$ cat config.mk
export PLATFORM = sky130hd
export DESIGN_NAME = midi_voice_noteoff_scheduler_core_flat
export DESIGN_NICKNAME = d
export VERILOG_FILES = /design/src/sv/mvns_pkg.sv /design/src/sv/mvns_in_if.sv /design/src/sv/mvns_out_if.sv /design/src/sv/mvns_voice_ram.sv /design/src/sv/midi_voice_noteoff_scheduler_core.sv /design/src/flat_wrapper.sv
export SDC_FILE = /design/constraint.sdc
export NUM_CORES = 1
export LEC_CHECK = 0
export BUFFER_PORTS_ARGS = -buffer_cell sky130_fd_sc_hd__buf_2
export CORE_MARGIN = 2
export CORE_UTILIZATION = 58
export DETAILED_ROUTE_END_ITERATION = 6
export PLACE_DENSITY = 0.75
export SYNTH_ARGS = -nofsm -noshare
export SYNTH_HDL_FRONTEND = slang
export SYNTH_HIERARCHICAL = 1
export SYNTH_SLANG_ARGS = --single-unit
$ cat constraint.sdc
create_clock -name clk -period 11.1 [get_ports clk]
set_clock_uncertainty 0.15 [all_clocks]
set_input_delay 2.22 -clock clk [delete_from_list [all_inputs] [get_ports clk]]
set_output_delay 2.22 -clock clk [all_outputs]
set_load 0.005 [all_outputs]
$ cat src/sv/mvns_pkg.sv
// Shared types and constants for the MIDI voice note-off scheduler.
// No dependencies; the voice RAM, the core and the testbench import this package.
`default_nettype none

package mvns_pkg;

  localparam logic MODE_EVENT = 1'b0;
  localparam logic MODE_TICK  = 1'b1;

  localparam logic [3:0] NOTE_ON_NIBBLE  = 4'h9;
  localparam logic [3:0] NOTE_OFF_NIBBLE = 4'h8;

  // Note-offs emitted per tick are capped at this many.
  localparam int MAX_RESULTS = 16;
  localparam int EMIT_CNT_W  = $clog2(MAX_RESULTS + 1);

  typedef struct packed {
    logic [15:0] remaining;
    logic [7:0]  note;
    logic [3:0]  channel;
  } voice_t;

  typedef struct packed {
    logic [7:0]  status;
    logic [7:0]  data_one;
    logic [7:0]  data_two;
    logic [15:0] length;
    logic        last;
  } result_t;

endpackage

`default_nettype wire

$ cat src/sv/mvns_in_if.sv
// Input channel of the scheduler: one MIDI event or one tick per beat.
// Valid/ready handshake; no dependencies.
`default_nettype none

interface mvns_in_if;
  logic        valid;
  logic        ready;
  logic        mode;
  logic [7:0]  status_byte;
  logic [7:0]  data_one;
  logic [7:0]  data_two;
  logic [15:0] note_length;

  modport source (output valid, mode, status_byte, data_one, data_two, note_length,
                  input ready);
  modport sink   (input valid, mode, status_byte, data_one, data_two, note_length,
                  output ready);
endinterface

`default_nettype wire

$ cat src/sv/mvns_out_if.sv
// Output channel of the scheduler: one forwarded event or note-off per beat.
// Valid/ready handshake; no dependencies.
`default_nettype none

interface mvns_out_if;
  logic        valid;
  logic        ready;
  logic [7:0]  out_status;
  logic [7:0]  out_data_one;
  logic [7:0]  out_data_two;
  logic [15:0] out_length;
  logic        last_of_run;

  modport source (output valid, out_status, out_data_one, out_data_two, out_length,
                  last_of_run, input ready);
  modport sink   (input valid, out_status, out_data_one, out_data_two, out_length,
                  last_of_run, output ready);
endinterface

`default_nettype wire

$ cat src/sv/mvns_voice_ram.sv
// Voice table: one-read, one-write synchronous memory with registered read data.
// Per-entry valid bits make never-written voices read as zero. Uses mvns_pkg.
`default_nettype none

module mvns_voice_ram
  import mvns_pkg::*;
#(
  parameter int DEPTH = 16,
  parameter int IDX_W = 4
) (
  input  logic             clk,
  input  logic             rst,
  input  logic             rd_en,
  input  logic [IDX_W-1:0] rd_idx,
  output voice_t           rd_data,
  input  logic             wr_en,
  input  logic [IDX_W-1:0] wr_idx,
  input  voice_t           wr_data
);

  voice_t           mem [DEPTH];
  logic [DEPTH-1:0] written;
  voice_t           rd_word;
  logic             rd_written;

  always_ff @(posedge clk) begin
    if (wr_en) begin
      mem[wr_idx] <= wr_data;
    end
    if (rd_en) begin
      rd_word <= mem[rd_idx];
    end
  end

  always_ff @(posedge clk) begin
    if (rst) begin
      written    <= '0;
      rd_written <= 1'b0;
    end else begin
      if (wr_en) begin
        written[wr_idx] <= 1'b1;
      end
      if (rd_en) begin
        rd_written <= written[rd_idx];
      end
    end
  end

  assign rd_data = rd_written ? rd_word : '0;

endmodule

`default_nettype wire

$ cat src/sv/midi_voice_noteoff_scheduler_core.sv
// Event forward: the event is held in the pending slot, then loaded into the output
// register once the output is free, and the block returns to idle for the next input
// beat. Note-on and tick: the voice table is scanned one voice per cycle through its
// single read port while no new result is stalled behind the pending slot; a note-on
// stops at the first free voice, and a tick or a dropped note-on scans every voice. Synchronous
// reset returns to idle and marks every voice free at once through the valid bits.
// Uses mvns_pkg, mvns_in_if, mvns_out_if and mvns_voice_ram.
`default_nettype none

module midi_voice_noteoff_scheduler_core
  import mvns_pkg::*;
#(
  parameter int VOICE_COUNT = 16
) (
  input  logic       clk,
  input  logic       rst,
  mvns_in_if.sink    events,
  mvns_out_if.source notes
);

  localparam int IDX_W = (VOICE_COUNT > 1) ? $clog2(VOICE_COUNT) : 1;
  localparam int CNT_W = $clog2(VOICE_COUNT + 1);

  typedef enum logic [2:0] {
    ST_IDLE  = 3'b001,
    ST_SCAN  = 3'b010,
    ST_FLUSH = 3'b100
  } state_t;

  state_t state;

  logic        it_mode;
  logic [7:0]  it_status;
  logic [7:0]  it_d1;
  logic [7:0]  it_d2;
  logic [15:0] it_len;

  logic [CNT_W-1:0]      rd_idx;
  logic                  ev_vld;
  logic [IDX_W-1:0]      ev_idx;
  logic [EMIT_CNT_W-1:0] emit_cnt;
  logic                  pend_vld;
  result_t               pend;
  logic                  out_vld;
  result_t               out;

  voice_t  ent;
  voice_t  wr_data;
  result_t new_res;
  logic    accept, note_on_in, rd_more, free_hit, expire, emit_now;
  logic    out_busy, stall, adv, issue, wr_en, move_pend, flush_load;

  assign accept     = events.valid && events.ready;
  assign note_on_in = (events.mode == MODE_EVENT)
                   && (events.status_byte[7:4] == NOTE_ON_NIBBLE)
                   && (events.data_two != 8'd0);

  assign rd_more  = rd_idx < CNT_W'(VOICE_COUNT);
  assign free_hit = (state == ST_SCAN) && ev_vld && (it_mode == MODE_EVENT)
                 && (ent.remaining == 16'd0);
  // A nonzero count of one reaches zero on this tick.
  assign expire   = (state == ST_SCAN) && ev_vld && (it_mode == MODE_TICK)
                 && (ent.remaining == 16'd1);
  assign emit_now = free_hit || (expire && (emit_cnt < EMIT_CNT_W'(MAX_RESULTS)));

  assign out_busy = out_vld && !notes.ready;
  // A new result needs the pending slot; the pending one must move out first.
  assign stall    = emit_now && pend_vld && out_busy;
  assign adv      = !ev_vld || !stall;
  assign issue    = (state == ST_SCAN) && rd_more && adv;

  assign wr_en = (state == ST_SCAN) && ev_vld && !stall
              && (free_hit || ((it_mode == MODE_TICK) && (ent.remaining != 16'd0)));

  always_comb begin
    if (free_hit) begin
      wr_data = '{remaining: it_len, note: it_d1, channel: it_status[3:0]};
      new_res = '{status: it_status, data_one: it_d1, data_two: it_d2,
                  length: it_len, last: 1'b0};
    end else begin
      wr_data = '{remaining: ent.remaining - 16'd1, note: ent.note,
                  channel: ent.channel};
      new_res = '{status: {NOTE_OFF_NIBBLE, ent.channel}, data_one: ent.note,
                  data_two: 8'd0, length: 16'd0, last: 1'b0};
    end
  end

  assign move_pend  = emit_now && pend_vld && !out_busy;
  assign flush_load = (state == ST_FLUSH) && pend_vld && !out_busy;

  mvns_voice_ram #(
    .DEPTH (VOICE_COUNT),
    .IDX_W (IDX_W)
  ) u_ram (
    .clk     (clk),
    .rst     (rst),
    .rd_en   (issue),
    .rd_idx  (rd_idx[IDX_W-1:0]),
    .rd_data (ent),
    .wr_en   (wr_en),
    .wr_idx  (ev_idx),
    .wr_data (wr_data)
  );

  always_ff @(posedge clk) begin
    if (rst) begin
      state    <= ST_IDLE;
      ev_vld   <= 1'b0;
      pend_vld <= 1'b0;
      out_vld  <= 1'b0;
    end else begin
      if (move_pend || flush_load) begin
        out_vld <= 1'b1;
      end else if (notes.ready) begin
        out_vld <= 1'b0;
      end

      unique case (state)
        ST_IDLE: begin
          if (accept) begin
            if (events.mode == MODE_EVENT && !note_on_in) begin
              pend_vld <= 1'b1;
              state    <= ST_FLUSH;
            end else begin
              ev_vld <= 1'b0;
              state  <= ST_SCAN;
            end
          end
        end
        ST_SCAN: begin
          if (emit_now && !stall) begin
            pend_vld <= 1'b1;
          end
          if (free_hit) begin
            ev_vld <= 1'b0;
            state  <= ST_FLUSH;
          end else begin
            if (issue) begin
              ev_vld <= 1'b1;
            end else if (adv) begin
              ev_vld <= 1'b0;
            end
            if (!rd_more && !ev_vld) begin
              state <= ST_FLUSH;
            end
          end
        end
        ST_FLUSH: begin
          if (!pend_vld) begin
            state <= ST_IDLE;
          end else if (!out_busy) begin
            pend_vld <= 1'b0;
            state    <= ST_IDLE;
          end
        end
        default: begin
          state <= ST_IDLE;
        end
      endcase
    end
  end

  // Payload and scan bookkeeping.
  always_ff @(posedge clk) begin
    if (state == ST_IDLE && accept) begin
      it_mode   <= events.mode;
      it_status <= events.status_byte;
      it_d1     <= events.data_one;
      it_d2     <= events.data_two;
      it_len    <= events.note_length;
      rd_idx    <= '0;
      emit_cnt  <= '0;
      pend      <= '{status: events.status_byte, data_one: events.data_one,
                     data_two: events.data_two, length: events.note_length,
                     last: 1'b0};
    end
    if (issue) begin
      ev_idx <= rd_idx[IDX_W-1:0];
      rd_idx <= rd_idx + CNT_W'(1);
    end
    if (expire && emit_now && !stall) begin
      emit_cnt <= emit_cnt + EMIT_CNT_W'(1);
    end
    if (emit_now && !stall) begin
      pend <= new_res;
    end
    if (move_pend) begin
      out <= pend;
    end else if (flush_load) begin
      out <= '{status: pend.status, data_one: pend.data_one, data_two: pend.data_two,
               length: pend.length, last: 1'b1};
    end
  end

  assign events.ready       = (state == ST_IDLE);
  assign notes.valid        = out_vld;
  assign notes.out_status   = out.status;
  assign notes.out_data_one = out.data_one;
  assign notes.out_data_two = out.data_two;
  assign notes.out_length   = out.length;
  assign notes.last_of_run  = out.last;

endmodule

`default_nettype wire

$ cat src/flat_wrapper.sv
// flat-port wrapper written by rule: the top's interface ports become plain ports
module midi_voice_noteoff_scheduler_core_flat import mvns_pkg::*;
#(
  parameter int VOICE_COUNT = 16
)
  (clk, rst, events_valid, events_mode, events_status_byte, events_data_one, events_data_two, events_note_length, events_ready, notes_valid, notes_out_status, notes_out_data_one, notes_out_data_two, notes_out_length, notes_last_of_run, notes_ready);
  mvns_in_if events_i ();
  mvns_out_if notes_i ();
  input  logic clk;
  input  logic rst;
  input wire logic [$bits(events_i.valid)-1:0] events_valid;
  input wire logic [$bits(events_i.mode)-1:0] events_mode;
  input wire logic [$bits(events_i.status_byte)-1:0] events_status_byte;
  input wire logic [$bits(events_i.data_one)-1:0] events_data_one;
  input wire logic [$bits(events_i.data_two)-1:0] events_data_two;
  input wire logic [$bits(events_i.note_length)-1:0] events_note_length;
  output wire logic [$bits(events_i.ready)-1:0] events_ready;
  output wire logic [$bits(notes_i.valid)-1:0] notes_valid;
  output wire logic [$bits(notes_i.out_status)-1:0] notes_out_status;
  output wire logic [$bits(notes_i.out_data_one)-1:0] notes_out_data_one;
  output wire logic [$bits(notes_i.out_data_two)-1:0] notes_out_data_two;
  output wire logic [$bits(notes_i.out_length)-1:0] notes_out_length;
  output wire logic [$bits(notes_i.last_of_run)-1:0] notes_last_of_run;
  input wire logic [$bits(notes_i.ready)-1:0] notes_ready;
  assign events_i.valid = events_valid;
  assign events_i.mode = events_mode;
  assign events_i.status_byte = events_status_byte;
  assign events_i.data_one = events_data_one;
  assign events_i.data_two = events_data_two;
  assign events_i.note_length = events_note_length;
  assign events_ready = events_i.ready;
  assign notes_valid = notes_i.valid;
  assign notes_out_status = notes_i.out_status;
  assign notes_out_data_one = notes_i.out_data_one;
  assign notes_out_data_two = notes_i.out_data_two;
  assign notes_out_length = notes_i.out_length;
  assign notes_last_of_run = notes_i.last_of_run;
  assign notes_i.ready = notes_ready;
  midi_voice_noteoff_scheduler_core #(.VOICE_COUNT(VOICE_COUNT)) u_core (.clk(clk), .rst(rst), .events(events_i), .notes(notes_i));
endmodule
Word-level counts from Yosys, hierarchy flattened
Memory sizes are Yosys's and may differ from the RTL's. A register that Yosys moved wholly into a read port is not among the register bits.
Cells that the tools add are included.
{"block": "totals", "reg_bits": 160, "ram_bits": 448, "in_bits": 45, "out_inout_bits": 43, "word_cells": 135, "mem_count": 1}
{"name": "u_core.u_ram.mem", "depth": 16, "width": 28, "rd": 1, "rd_clocked_by_memory_dff": 1, "wr": 1, "line_no": "mvns_voice_ram.sv:21", "rtl": "voice_t mem [DEPTH];"}
{"block": "classes", "addsub": 3, "n_lt_le_gt_ge": 5, "eq_ne": 12, "n_mux": 37, "bitwise_logic": 3, "n_reduce_logical": 50}
{"cell": "$mux 41", "count": 5}
{"cell": "$mux 28", "count": 2}
{"cell": "$logic_and 1x1->1", "count": 27}
{"cell": "$mux 3", "count": 6}
{"cell": "$eq 16x1->1 const B", "count": 1}
{"cell": "$logic_not 16->1", "count": 1}
{"cell": "$mux 1", "count": 16}
{"cell": "$or 16x16->16", "count": 1}
{"cell": "$reduce_bool 16->1", "count": 1}
{"cell": "$sub 16x1->16 const B", "count": 1}
{"cell": "$mux 5", "count": 3}
{"cell": "$reduce_bool 2->1", "count": 6}
{"cell": "$add 5x1->5 const B", "count": 2}
{"cell": "$lt 4x5->1 const B", "count": 2}
{"cell": "$lt 5x5->1 const B", "count": 2}
{"cell": "$pmux 3 s3", "count": 1}
{"cell": "$ne 2x2->1 const B", "count": 4}
{"cell": "$reduce_and 4->1", "count": 2}
{"cell": "$reduce_bool 8->1", "count": 1}
{"cell": "$logic_not 1->1", "count": 6}
{"cell": "$bmux 1 s4", "count": 1}
{"cell": "$demux 1 s4", "count": 1}
{"cell": "$eq 4x4->1 const B", "count": 1}
{"cell": "$ge 4x1->1 const B", "count": 1}
{"cell": "12 further kinds", "count": 16}

Depth between registers and ports, before layout
{"block": "depth", "word_depth": 14, "mapped_depth": 13, "ltp_nobuf": 12}

Hierarchy
Netlist, hierarchy kept.
{"mod": "mvns_voice_ram", "instances": 1, "cells_per_inst": 771, "area_per_inst_um2": 18597.8, "seq_area_each_um2": 14634.0}
{"mod": "midi_voice_noteoff_scheduler_core", "instances": 1, "cells_per_inst": 420, "area_per_inst_um2": 5850.6, "seq_area_each_um2": 4204.0}

Worst setup path before layout
No wires, ideal clock.
{"block": "synth_path", "path_kind": "input to register", "start": "input port notes_ready", "end": "memory u_core/u_ram/mem[0][0] (netlist name), enable pin", "setup_time_ns": 0.450, "arrival_ns": 5.448, "t_required_ns": 10.500, "path_slack_ns": 5.052, "path_stages": 6, "n_path_buf": 1, "path_cell_list": "nor2b_1 and2_1 clkbuf_1 a211oi_1 or3b_2 nor3_1"}
{"block": "synth_via", "elab_chain_len": 8}
{"item": "from (decl)", "line_no": "flat_wrapper.sv:24", "rtl": "input wire logic [$bits(notes_i.ready)-1:0] notes_ready;"}
{"item": "$logic_not 1->1", "line_no": "midi_voice_noteoff_scheduler_core.sv:66", "rtl": "assign out_busy = out_vld && !notes.ready;"}
{"item": "$logic_and 1x1->1", "line_no": "midi_voice_noteoff_scheduler_core.sv:66"}
{"item": "$logic_and 1x1->1", "line_no": "midi_voice_noteoff_scheduler_core.sv:68", "rtl": "assign stall = emit_now && pend_vld && out_busy;"}
{"item": "$logic_not 1->1", "line_no": "midi_voice_noteoff_scheduler_core.sv:72", "rtl": "assign wr_en = (state == ST_SCAN) && ev_vld && !stall"}
{"item": "$logic_and 1x1->1", "line_no": "midi_voice_noteoff_scheduler_core.sv:72"}
{"item": "$logic_and 1x1->1", "line_no": "midi_voice_noteoff_scheduler_core.sv:73", "rtl": "&& (free_hit || ((it_mode == MODE_TICK) && (ent.remaining != 16'd0)));"}
{"item": "named net u_core.wr_en", "line_no": "midi_voice_noteoff_scheduler_core.sv:51", "rtl": "logic out_busy, stall, adv, issue, wr_en, move_pend, flush_load;"}
{"item": "$mux 1", "line_no": "mvns_voice_ram.sv:27", "rtl": "if (wr_en) begin"}
{"item": "$mux 1 (not written as such)", "line_no": "mvns_voice_ram.sv:28", "rtl": "mem[wr_idx] <= wr_data;"}
{"item": "to (decl)", "line_no": "mvns_voice_ram.sv:21"}
The timed path passes the listed nets, and every way through them passes these cells.

==> flow_summary.toml <==
[timing]
slew_headroom_pct = 14.0
tightest_slew_ns = 1.29
fin_crit_ns = 4.61
setup_viol = 0
holdWs_ns = 0.267
finalHoldViolCount = 0
fmax_ghz = 0.217
maxSlewViolCount = 0
fin_crit_sh_pct = 41.6
tns_ns = 0
rsz0062_at_grt = "false"

[clock_network]
clockBufferDepth = 3
cts.htree.levels = 2
cts_buffers = 58
path_clk_slew_ns = 0.06
holdBufCountCts = 0
cts.sinks = 635
post-cts-setup-buffers = 0
ctsResizeCount = 0
root_buffer = "clkbuf_16"
clk_latency_ns = 0.60
cts_tree = "done"

[routing]
first_iter_violations = 1248
viasPerCell = 6.18
vias = 11700
dr.pass1.iters = 7
drt_wl_total_um = 46700
ant_nets = 0
wl_per_cell_um = 24.6
route.detailed.drc = 0

[run_status]
status = "completed"

[logic_synthesis]
ys.flop_type = "edfxtp_1"
async_flop_share_pct = 0
yosysTopAreaCellShare_pct = 75.2
ys_warn_count = 6
syn_nets = 1241
ys_ff_latch = 635
syn_inst = 1191
synth.lib_cells_used.distinct = 58
synth.avg_cell_area_um2 = 20.5
synthTopCellsByArea = "edfxtp_1 (75%), mux4_2 (13%), dfxtp_1 (1.9%), nor2_1 (1.0%), nand2_1 (0.98%)"
yosysTopAreaCell = "edfxtp_1"
synth.cell_area_mm2 = 0.0244
ys_seq_area_share_pct = 77.1
synth_edf_count = 612

[floorplanning]
die_x_um = 209
dieArea_mm2 = 0.0438
ioPinCount = 88
rows = 75
core_area_mm2 = 0.0418
start_util_pct = 58.5
dieHeight_um = 209

[global_route]
gr-total-overflow = 0
grt_antenna_before_repair = 0
grt_usage_pct = 21.9
grt_pass1_wl_um = 71200
grt_max_degree = 120
grt_pass1_vias = 11700

[placed_design]
place_hpwl_um = 29500
port_buffers = 87
gp_congestion = 0.789
place_area_mm2 = 0.0255

[power]
internal_power_uw = 3870
power_density_mw_per_mm2 = 175
netSwitchingFraction_pct = 19.6
vdd_drop_max_mv = 0.105
pwr-share-comb_pct = 3.9
pwr-share-clk_pct = 41.0
leakage_uw = 0.00911
p_seq_share_pct = 55.2
power_switching_uw = 941

[worst_hold_path]
min_path_type = "reg2reg"

[final_layout]
n_antenna_cell = 0
area_growth_pct = 12.2
design_area_mm2 = 0.0274
nNetsFinal = 1360
layout-drive-gt1-share_pct = 26.9

[worst_setup_path]
crit_fanout = 29
path_class = "reg2reg"
worstPathArrival_ns = 4.74
cp_data_required_time_ns = 11.23
critPathLaunchType = "flop"
end_kind = "flop"

[run]
timing.max_cap.violations = 0
[metrics by stage]
stage | utilization, % | setup WS (ns) | std cells | total power (uW)
after floorplan | - | 5.05 | 1191 | 2840
after global placement | 61.2 | 6.09 | 1789 | 2890
after detailed placement | 61.2 | 6.02 | 1789 | 2890
after CTS | 65.7 | 6.50 | 1896 | 4850
after global routing | 65.7 | 6.25 | 1896 | 4960
final | 65.7 | 6.49 | 1896 | 4810
[cells by family (layout without fill, tap and decap cells)]
family	count (synthesis)	after routing	share of synthesized area [%]
DFF	635	635	77.1
muxes	147	147	13.3
xor gates and xnor gates	18	18	0.645
adders and majority gates	5	5	0.256
AOI/OAI and AO/OA	90	90	2.60
and+or+nand+nor	222	222	4.45
buffers and inverters	74	240	1.69
[Yosys cell counts (4+ instances only)]
cell	number
buf_6	4
buf_12	4
mux2i_1	5
and2_1	30
nand3_1	8
nor3_1	15
o22ai_1	12
mux4_2	141
nand2_1	64
clkbuf_1	23
a22o_1	26
o21ai_0	14
edfxtp_1	612
nand2b_1	7
xnor2_1	11
xor2_1	7
nor2_1	68
a21oi_1	17
buf_2	17
dfxtp_1	23
ha_1	5
inv_1	21
[state kept, by name, summed over array words and instances, names as in the netlist, 3 cells and up]
register                   count
u_core/state                   3
u_core/it_d2                   8
u_core/notes.out_status        8
u_core/u_ram/written          16
u_core/notes.out_data_one      8
u_core/pend                   40
u_core/it_len                 16
u_core/notes.out_length       16
u_core/u_ram/mem             448
u_core/notes.out_data_two      8
u_core/emit_cnt                5
u_core/ev_idx                  4
u_core/it_status               8
u_core/u_ram/rd_word          28
u_core/rd_idx                  5
u_core/it_d1                   8
[cell type report]
type / count / area, um2
Clock buffer: 74 / 1550
Inverter: 21 / 78.8
Tap cell: 539 / 674
Timing Repair Buffer: 112 / 636
Sequential cell: 635 / 18800
Multi-Input combinational cell: 482 / 5310
Fill cell: 2624 / 14300
Clock inverter: 33 / 340
[worst max-delay path, stage by stage, from the launching register on]
cell	delay [ns]
dfxtp_1	0.55
and2_1	0.31
or4_4	0.60
nor4_4	0.41
nand2_1	0.12
xor2_1	0.16
a211oi_1	0.23
buf_4	0.19
nand3b_1	0.28
nor3_2	0.85
buf_4	0.42
[power by group through the flow]
stage          logic [uW]  registers (uW)  clock network [uW]
2_1_floorplan         134            2700                   0
6_report              187            2660                1970
4_1_cts               189            2660                2010
3_3_place_gp          186            2700                   0
5_1_grt               201            2660                2100
3_5_place_dp          188            2710                   0
[per-layer routing]
layer	vias to the layer above	wire length, um	global-route usage, %
li1	5090	-	-
met1	6115	20700	34.3
met2	447	21100	32.0
met3	60	4000	4.71
met4	0	855	5.76
met5	-	0	0
[final timing paths]
path | startpoint | end | slack [ns] | depth (start not counted)
setup reg to reg | u_core/u_ram/rd_written | u_core/u_ram/mem[8][20] | 6.49 | 10
hold / removal | u_core/pend[19] | u_core/notes.out_data_two[2] | 0.27 | 0
hold reg to reg | u_core/pend[19] | u_core/notes.out_data_two[2] | 0.27 | 0
setup / recovery | u_core/u_ram/rd_written | u_core/u_ram/mem[8][20] | 6.49 | 10
[cell usage in the layout (no fill, tap or decap), types with 3 or more instances in the layout]
cell type and count:
nor2b_1 3, inv_1 20, clkinv_1 11, a21oi_1 17, bufinv_16 7, buf_2 87, nand3_1 8, nor3_2 4
nor2_1 56, nor3_1 11, mux4_2 141, edfxtp_1 612, nand2_1 63, xor2_1 7, buf_4 24, a22o_1 26
nand3b_1 3, clkbuf_1 13, and2_1 30, o21ai_0 8, nand4_1 3, nor2_4 13, dfxtp_1 23, nor4_1 3
xnor2_1 11, clkinv_2 12, o22ai_1 12, ha_1 5, mux2i_1 5, a221oi_1 3, o21ai_1 8, nand2b_1 7
or4_1 3, clkbuf_16 59
No activity file was read; power rests on OpenSTA's default activity.
